[config.mk]
export PLATFORM = sky130hd
export DESIGN_NAME = vertical_velocity_pi_controller
export DESIGN_NICKNAME = d
export VERILOG_FILES = /design/src/hdl/vvpi_pkg.sv /design/src/hdl/vvpi_mul.sv /design/src/hdl/vertical_velocity_pi_controller.sv
export SDC_FILE = /design/constraint.sdc
export NUM_CORES = 2
export LEC_CHECK = 0
export ABC_AREA = 1
export BUFFER_PORTS_ARGS = -buffer_cell sky130_fd_sc_hd__buf_2
export CELL_PAD_IN_SITES_DETAIL_PLACEMENT = 1
export CELL_PAD_IN_SITES_GLOBAL_PLACEMENT = 1
export CORE_UTILIZATION = 50
export CTS_CLUSTER_DIAMETER = 150
export DETAILED_ROUTE_END_ITERATION = 12
export PLACE_DENSITY_LB_ADDON = 0.1
export RECOVER_POWER = 100
export SYNTH_ARGS = -nofsm -noshare
export SYNTH_HDL_FRONTEND = slang
export SYNTH_SLANG_ARGS = --single-unit
[constraint.sdc]
create_clock -name clk_i -period 15.2 [get_ports clk_i]
set_input_delay 0.76 -clock clk_i [delete_from_list [all_inputs] [get_ports clk_i]]
set_output_delay 0.76 -clock clk_i [all_outputs]
set_load 0.01 [all_outputs]
[src/hdl/vvpi_pkg.sv]
// shared constants and types of the vertical velocity pi controller
// no dependencies
package vvpi_pkg;

  localparam int unsigned DataW  = 32;
  localparam int unsigned CfgIdxW = 3;

  // velocity error deadband, just under 0.15 in q16.16
  localparam logic signed [31:0] Deadband    = 32'sd9830;
  // integral clamp, 40.0 in q16.16
  localparam logic signed [32:0] IntegralMax = 33'sd2621440;
  // rounding bias for the q16.16 product shift
  localparam logic [33:0] RoundBias = 34'h0_0000_8000;

  // configuration register indexes
  typedef enum logic [CfgIdxW-1:0] {
    REG_KP  = 3'd0,
    REG_KI  = 3'd1,
    REG_LIM = 3'd2,
    REG_DT  = 3'd3
  } reg_idx_e;

  localparam logic [15:0] DtReset = 16'd655;

endpackage

[src/hdl/vvpi_mul.sv]
// digit-serial q16.16 multiplier: gain * x, rounded half away from zero, saturated
// depends on vvpi_pkg
module vvpi_mul (
  input  logic                              clk_i,
  input  logic                              rst_ni,
  input  logic                              start_i,
  input  logic [vvpi_pkg::DataW-1:0]        gain_i,
  input  logic signed [vvpi_pkg::DataW:0]   x_i,
  output logic                              done_o,
  output logic signed [vvpi_pkg::DataW-1:0] prod_o
);

  typedef enum logic [3:0] {
    M_IDLE = 4'b0001,
    M_LOAD = 4'b0010,
    M_RUN  = 4'b0100,
    M_FIN  = 4'b1000
  } mul_state_e;

  mul_state_e  state_q, state_d;
  logic [31:0] g_q;
  logic [33:0] g3_q;
  logic [33:0] hi_q;
  logic [31:0] lo_q;
  logic        neg_q;
  logic [3:0]  cnt_q;
  logic        done_q;
  logic signed [31:0] prod_q;

  logic [32:0] mag_x;
  logic [33:0] pp;
  logic [34:0] sum;
  logic [47:0] shifted;
  logic        over;
  logic [31:0] mag_r;
  logic [31:0] res;

  // magnitude of the operand at capture
  assign mag_x = x_i[32] ? 33'(-x_i) : 33'(x_i);

  // partial product for the current 2-bit digit
  always_comb begin
    unique case (lo_q[1:0])
      2'd0:    pp = '0;
      2'd1:    pp = {2'b00, g_q};
      2'd2:    pp = {1'b0, g_q, 1'b0};
      default: pp = g3_q;
    endcase
  end

  assign sum = {1'b0, hi_q} + {1'b0, pp};

  // shift right by 16 and saturate magnitude, then apply the sign
  always_comb begin
    shifted = {hi_q[31:0], lo_q[31:16]};
    over    = (|shifted[47:32]) || (shifted[31] && (|shifted[30:0]));
    mag_r   = over ? 32'h8000_0000 : shifted[31:0];
    if (!neg_q && mag_r[31]) begin
      mag_r = 32'h7FFF_FFFF;
    end
    res = neg_q ? 32'(-mag_r) : mag_r;
  end

  // sequencer
  always_comb begin
    state_d = state_q;
    unique case (state_q)
      M_IDLE: if (start_i) state_d = M_LOAD;
      M_LOAD: state_d = M_RUN;
      M_RUN:  if (cnt_q == 4'd15) state_d = M_FIN;
      M_FIN:  state_d = M_IDLE;
      default: state_d = M_IDLE;
    endcase
  end

  // control state
  always_ff @(posedge clk_i or negedge rst_ni) begin
    if (!rst_ni) begin
      state_q <= M_IDLE;
      cnt_q   <= '0;
      done_q  <= 1'b0;
    end else begin
      state_q <= state_d;
      done_q  <= (state_q == M_FIN);
      if (state_q == M_LOAD) begin
        cnt_q <= '0;
      end else if (state_q == M_RUN) begin
        cnt_q <= cnt_q + 4'd1;
      end
    end
  end

  // datapath: the rounding bias rides in the initial high word
  always_ff @(posedge clk_i) begin
    unique case (state_q)
      M_IDLE: begin
        if (start_i) begin
          g_q   <= gain_i;
          hi_q  <= vvpi_pkg::RoundBias;
          lo_q  <= mag_x[31:0];
          neg_q <= x_i[32];
        end
      end
      M_LOAD: g3_q <= {2'b00, g_q} + {1'b0, g_q, 1'b0};
      M_RUN: begin
        hi_q <= {1'b0, sum[34:2]};
        lo_q <= {sum[1:0], lo_q[31:2]};
      end
      M_FIN:  prod_q <= res;
      default: ;
    endcase
  end

  assign done_o = done_q;
  assign prod_o = prod_q;

endmodule

[src/hdl/vertical_velocity_pi_controller.sv]
// top level of the vertical velocity pi controller
// depends on vvpi_pkg and vvpi_mul
//
// One tick in, one thrust correction out, one tick at a time. A flying tick
// runs three rounds of q16.16 multiplications back to back on two digit-serial
// multipliers that take 2 bits per cycle (step and proportional term in
// parallel, then the integral term on the tentative and on the final
// integral); a grounded tick skips them. A new tick is accepted once the
// result has moved from the result register into the output register,
// while that result still waits on the output. The low saturation value
// -(2*limit+2)/5 comes from a bit-serial divider that runs alongside.
// Configuration writes are always ready and must be made while the block is idle.
module vertical_velocity_pi_controller (
  input  logic        clk_i,
  input  logic        rst_ni,
  // config write channel
  input  logic        cfg_valid_i,
  output logic        cfg_ready_o,
  input  logic [vvpi_pkg::CfgIdxW-1:0] cfg_addr_i,
  input  logic [31:0] cfg_data_i,
  // input stream
  input  logic        s_axis_tvalid,
  output logic        s_axis_tready,
  input  logic [63:0] s_axis_tdata,   // [31:0] target_velocity, [63:32] measured_velocity
  input  logic        s_axis_tuser,   // [0] flying
  // output stream
  output logic        m_axis_tvalid,
  input  logic        m_axis_tready,
  output logic [31:0] m_axis_tdata    // [31:0] thrust_correction
);

  typedef enum logic [10:0] {
    S_IDLE = 11'b000_0000_0001,
    S_ERR  = 11'b000_0000_0010,
    S_M1GO = 11'b000_0000_0100,
    S_M1   = 11'b000_0000_1000,
    S_M2GO = 11'b000_0001_0000,
    S_M2   = 11'b000_0010_0000,
    S_INT  = 11'b000_0100_0000,
    S_M3GO = 11'b000_1000_0000,
    S_M3   = 11'b001_0000_0000,
    S_FIN  = 11'b010_0000_0000,
    S_OUT  = 11'b100_0000_0000
  } ctl_state_e;

  ctl_state_e state_q, state_d;

  // configuration registers
  logic [31:0] kp_q, ki_q;
  logic [30:0] lim_q;
  logic [15:0] dt_q;

  // datapath registers
  logic signed [31:0] tgt_q, meas_q, err_q;
  logic signed [32:0] tent_q, u_q;
  logic signed [31:0] pterm_q, integral_q, res_q;
  logic               m_valid_q;
  logic [31:0]        m_data_q;

  // serial divide-by-five of the low bound
  logic [32:0] div_q;
  logic [2:0]  rem_q;
  logic [5:0]  div_cnt_q;
  logic [3:0]  div_r;
  logic        div_ge;
  logic        div_busy;

  // multiplier hookup
  logic        start_a, start_b, done_a, done_b;
  logic [31:0] gain_a;
  logic signed [32:0] x_a, x_b;
  logic signed [31:0] prod_a, prod_b;

  logic        in_acc, out_free;
  logic signed [32:0] diff, lim_s, sel, sum_u;
  logic signed [31:0] err_sat;
  logic        band_out;

  assign in_acc   = s_axis_tvalid && s_axis_tready;
  assign out_free = !m_valid_q || m_axis_tready;
  assign s_axis_tready = (state_q == S_IDLE);
  assign cfg_ready_o   = 1'b1;
  assign lim_s = {2'b00, lim_q};

  // config writes
  always_ff @(posedge clk_i or negedge rst_ni) begin
    if (!rst_ni) begin
      kp_q  <= '0;
      ki_q  <= '0;
      lim_q <= '0;
      dt_q  <= vvpi_pkg::DtReset;
    end else if (cfg_valid_i) begin
      unique case (cfg_addr_i)
        vvpi_pkg::REG_KP:  kp_q  <= cfg_data_i;
        vvpi_pkg::REG_KI:  ki_q  <= cfg_data_i;
        vvpi_pkg::REG_LIM: lim_q <= cfg_data_i[30:0];
        vvpi_pkg::REG_DT:  dt_q  <= cfg_data_i[15:0];
        default: ;
      endcase
    end
  end

  // saturated error with deadband
  always_comb begin
    diff = 33'(tgt_q) - 33'(meas_q);
    if (diff[32] != diff[31]) begin
      err_sat = diff[32] ? 32'sh8000_0000 : 32'sh7FFF_FFFF;
    end else begin
      err_sat = diff[31:0];
    end
    if (err_sat <= vvpi_pkg::Deadband && err_sat >= -vvpi_pkg::Deadband) begin
      err_sat = '0;
    end
  end

  // multiplier operand selection
  assign start_a = (state_q == S_M1GO) || (state_q == S_M2GO) || (state_q == S_M3GO);
  assign start_b = (state_q == S_M1GO);
  assign x_b     = 33'(err_q);
  always_comb begin
    gain_a = ki_q;
    x_a    = 33'(integral_q);
    if (state_q == S_M1GO) begin
      gain_a = {16'd0, dt_q};
      x_a    = 33'(err_q);
    end else if (state_q == S_M2GO) begin
      x_a    = tent_q;
    end
  end

  vvpi_mul u_mul_a (
    .clk_i   (clk_i),
    .rst_ni  (rst_ni),
    .start_i (start_a),
    .gain_i  (gain_a),
    .x_i     (x_a),
    .done_o  (done_a),
    .prod_o  (prod_a)
  );

  vvpi_mul u_mul_b (
    .clk_i   (clk_i),
    .rst_ni  (rst_ni),
    .start_i (start_b),
    .gain_i  (kp_q),
    .x_i     (x_b),
    .done_o  (done_b),
    .prod_o  (prod_b)
  );

  // anti-windup decision and integral clamp
  assign sum_u = 33'(pterm_q) + 33'(prod_a);
  always_comb begin
    band_out = (u_q > lim_s) || (u_q < -lim_s);
    sel = band_out ? 33'(integral_q) : tent_q;
    if (sel > vvpi_pkg::IntegralMax) begin
      sel = vvpi_pkg::IntegralMax;
    end else if (sel < -vvpi_pkg::IntegralMax) begin
      sel = -vvpi_pkg::IntegralMax;
    end
  end

  // divider step
  assign div_r    = {rem_q, div_q[32]};
  assign div_ge   = (div_r >= 4'd5);
  assign div_busy = (div_cnt_q != '0);

  // sequencer
  always_comb begin
    state_d = state_q;
    unique case (state_q)
      S_IDLE: if (in_acc) state_d = s_axis_tuser ? S_ERR : S_OUT;
      S_ERR:  state_d = S_M1GO;
      S_M1GO: state_d = S_M1;
      S_M1:   if (done_a && done_b) state_d = S_M2GO;
      S_M2GO: state_d = S_M2;
      S_M2:   if (done_a) state_d = S_INT;
      S_INT:  state_d = S_M3GO;
      S_M3GO: state_d = S_M3;
      S_M3:   if (done_a) state_d = S_FIN;
      S_FIN:  if (!div_busy) state_d = S_OUT;
      S_OUT:  if (out_free) state_d = S_IDLE;
      default: state_d = S_IDLE;
    endcase
  end

  // control state
  always_ff @(posedge clk_i or negedge rst_ni) begin
    if (!rst_ni) begin
      state_q    <= S_IDLE;
      m_valid_q  <= 1'b0;
      integral_q <= '0;
      div_cnt_q  <= '0;
    end else begin
      state_q <= state_d;
      if (state_q == S_OUT && out_free) begin
        m_valid_q <= 1'b1;
      end else if (m_axis_tready) begin
        m_valid_q <= 1'b0;
      end
      if (in_acc && !s_axis_tuser) begin
        integral_q <= '0;
      end else if (state_q == S_INT) begin
        integral_q <= sel[31:0];
      end
      if (in_acc) begin
        div_cnt_q <= 6'd33;
      end else if (div_busy) begin
        div_cnt_q <= div_cnt_q - 6'd1;
      end
    end
  end

  // datapath
  always_ff @(posedge clk_i) begin
    if (in_acc) begin
      tgt_q  <= s_axis_tdata[31:0];
      meas_q <= s_axis_tdata[63:32];
      res_q  <= '0;
      div_q  <= {1'b0, lim_q, 1'b0} + 33'd2;
      rem_q  <= '0;
    end else if (div_busy) begin
      div_q  <= {div_q[31:0], div_ge};
      rem_q  <= div_ge ? 3'(div_r - 4'd5) : div_r[2:0];
    end
    if (state_q == S_ERR) begin
      err_q <= err_sat;
    end
    if (state_q == S_M1 && done_a) begin
      tent_q  <= 33'(integral_q) + 33'(prod_a);
      pterm_q <= prod_b;
    end
    if ((state_q == S_M2 || state_q == S_M3) && done_a) begin
      u_q <= sum_u;
    end
    if (state_q == S_FIN && !div_busy) begin
      if (u_q > lim_s) begin
        res_q <= {1'b0, lim_q};
      end else if (u_q < -lim_s) begin
        res_q <= -div_q[31:0];
      end else begin
        res_q <= u_q[31:0];
      end
    end
    if (state_q == S_OUT && out_free) begin
      m_data_q <= res_q;
    end
  end

  assign m_axis_tvalid = m_valid_q;
  assign m_axis_tdata  = m_data_q;

endmodule

==> flow_metrics.tcl <==
set metrics [dict create \
    status "finished, violations left" \
    violations "capacitance limit, slew limit" \
    synth-adder-area-share_pct 7.690 \
    cts_max_level 3 \
    startpoint_type "flop" \
    drive_above_1_share_pct 5.319 \
    synth-seq-cells 801 \
    arrival_ps 8700 \
    hpwl_mm 133.2 \
    critPathCaptureType "flop" \
    ctsHoldBuffers 0 \
    post_cts_buffers 0 \
    synth-xor-area-share_pct 3.933 \
    grt_first_pass_wirelength_mm 267.2 \
    core_um2 101900 \
    area_growth_syn_to_layout_pct 9.337 \
    final_area_um2 56250 \
    fill_cells 12438 \
    drv_cap 32 \
    synth_area_um2 51450 \
    tightest_slew_ps 4747 \
    dr.pass1.iters 7 \
    wl_met3_mm 10.62 \
    ant_nets 0 \
    num_rows 117 \
    ios 140 \
    synth_cell_type_count 69 \
    synth.area.mux_share_pct 0.02189 \
    period_needed_ps 8128 \
    setup_violations 0 \
    tritoncts "done" \
    min_period_over_period_pct 53.47 \
    slowest_delay_ps 1080 \
    p_leak_uw 0.02444 \
    synth_area_leaders "edfxtp_1 36%, nand2_1 11%, dfrtp_1 8.3%, ha_1 7.4%, o21ai_0 5.5%" \
    critPathMaxFanout 29 \
    tns_ps 0 \
    synth-seq-area-share_pct 44.98 \
    yosys.area_share.simple_pct 21.69 \
    top_layer_used "met4" \
    grt_pass1_vias 45912 \
    fmax_mhz 123.0 \
    grt.total_usage_pct 33.34 \
    wl_met1_mm 76.61 \
    clkTransAtPathRegs_ps 60 \
    final_util_pct 55.21 \
    numCtsBuffers 94 \
    drc 0 \
    cpLargestDelayFamily "simple AND/OR/NAND/NOR gates" \
    crit_buf_inv 3 \
    powerDensity_nw_per_um2 154.4 \
    initial_core_util_pct 50.49 \
    min_path_type "primary input to flop" \
    place_area_um2 53350 \
    synth_edf_count 619 \
    synth_top_family_by_area "simple AND/OR/NAND/NOR gates" \
    gp_congestion 0.9365 \
    fin_skew_ps 24.21 \
    synth_nets 6697 \
    relSlewSlack_pct -216.5 \
    chipWidth_um 322.8 \
    antenna_found_initial 12 \
    async_reset_ff_share_pct 22.35 \
    final_nets 6786 \
    clockBufferDepth 3 \
    yosysWarningCount 0 \
    cp_common_cell "nand2_1" \
    synth.avg_cell_area_um2 8.192 \
    synth_ff_type "edfxtp_1" \
    insertion_delay_ps 700 \
    yosysTopAreaCell "edfxtp_1" \
    synth_compound_area_share_pct 14.60 \
    wl_per_cell_um 22.40 \
    wl_met2_mm 83.08 \
    routed_wirelength_mm 175.3 \
    critPathLaunch "lim_q[0]" \
    avgViaCountPerCell 5.812 \
    yosysTopAreaCellShare_pct 36.13 \
    rr_startpoint "lim_q[0]" \
    setup.worst_path.class "flop to flop" \
    overflow 0 \
    crit_path_top_delay_cell "clkbuf_1" \
    grt_max_degree 76 \
    die_height_um 322.8 \
    postSynthCellCount 6280 \
    post_cts_resized 0 \
    cp.required_ps 15770 \
    clk_root_buffer_cell "clkbuf_16" \
    max-vdd-ir-drop_mv 0.1651 \
    maxSlewViolCount 1410 \
    die_area_um2 104200 \
    worstHoldStart "s_axis_tdata[0]" \
    cts.sinks 801 \
    hold_viol 0 \
    grt_setup_unrepaired "no" \
    vias 45474 \
    port_buffers 138 \
    first_iter_violations 4003 \
]
cell usage after synthesis, types with 17 or more instances:
cell type / n
o211ai_1: 48
nor2_1: 619
xor2_1: 165
inv_1: 709
ha_1: 305
buf_6: 21
o21ai_1: 32
o22ai_1: 33
clkbuf_1: 117
xnor2_1: 66
a31oi_1: 48
o21a_1: 38
nor4_1: 38
nor3_1: 102
dfrtp_1: 170
edfxtp_1: 619
nand3b_1: 26
buf_2: 23
o21ai_0: 565
or2_2: 17
nor2_2: 20
nand2_1: 1463
nand3_1: 271
nand4_1: 77
a21oi_1: 462
a21o_1: 27
worst paths after layout:
check	endpoint	slack (ps)	cells past startpoint
min reg2reg	m_axis_tdata[8]	410	0
min in group asynchronous	u_mul_b.cnt_q[0]	1750	1
max reg2reg	integral_q[19]	7070	37
min	tgt_q[0]	240	1
max	integral_q[19]	7070	37
max in group asynchronous	div_cnt_q[2]	8370	2
registers in the layout, summed over array words and instances (netlist names), 32 cells and up:
| register | count |
|---|---|
| err_q | 32 |
| pterm_q | 32 |
| u_q | 33 |
| u_mul_b.hi_q | 33 |
| u_mul_a.g3_q | 34 |
| m_axis_tdata | 32 |
| u_mul_b.g_q | 32 |
| u_mul_b.prod_o | 32 |
| u_mul_a.lo_q | 32 |
| integral_q | 32 |
| tgt_q | 32 |
| u_mul_b.lo_q | 32 |
| div_q | 33 |
| u_mul_b.g3_q | 34 |
| u_mul_a.g_q | 32 |
| res_q | 32 |
| meas_q | 32 |
| kp_q | 32 |
| u_mul_a.prod_o | 32 |
| ki_q | 32 |
| tent_q | 33 |
| u_mul_a.hi_q | 33 |
cells by family (layout without fill, tap and decap cells):
logic type,Yosys count,count (layout)
compound gates,1355,1355
xor+xnor,231,231
fa+ha+maj,312,312
buf+inv,910,1079
flops,801,801
mux,1,1
other cells,1,8
simple gates,2669,2669
metrics by stage:
step	power, µW	setup slack, ps	hold slack, ps	instances
floorplan	5380	8554	400.3	6280
global placement	6170	8819	400.5	7641
detailed placement	6304	8638	405.7	7641
CTS	8759	8602	104.4	7817
global route	9195	6404	224.8	7818
finish	8687	7072	244.5	7824
cell type report:
type / count / area [µm²] / share of cell area (%)
Antenna cell: 7 / 17.52 / 0.03114
Clock buffer: 124 / 2608 / 4.636
Clock inverter: 52 / 645.6 / 1.148
Inverter: 727 / 2735 / 4.863
Multi-Input combinational cell: 4569 / 24560 / 43.66
Sequential cell: 801 / 23140 / 41.14
Tap cell: 1368 / 1712 / 3.043
Timing Repair Buffer: 176 / 834.6 / 1.484
metal layers:
metal | global-route usage (%) | vias up
met4 | 10.32 | 0
met5 | 0 | -
met3 | 4.031 | 246
met1 | 45.34 | 22435
li1 | - | 21523
met2 | 55.43 | 1270
cell usage in the layout, fill, tap and decap left out, types with 17 or more instances in the layout:
master        n
a21o_1       27
a21oi_1     465
a31oi_1      48
buf_2       100
clkbuf_1     81
clkbuf_16    96
clkinv_2     17
dfrtp_1     170
edfxtp_1    619
ha_1        305
inv_1       713
nand2_1    1465
nand3_1     272
nand3b_1     26
nand4_1      78
nor2_1      630
nor3_1      104
nor4_1       39
o211ai_1     48
o21a_1       38
o21ai_0     578
o21ai_1      22
o22ai_1      33
or2_2        17
xnor2_1      66
xor2_1      165
where the power goes:
| group | internal [µW] | switching, µW |
|---|---|---|
| Combinational | 937 | 2230 |
| Sequential | 2850 | 244 |
| Clock | 1420 | 999 |
(Power assumes the default switching activity.)
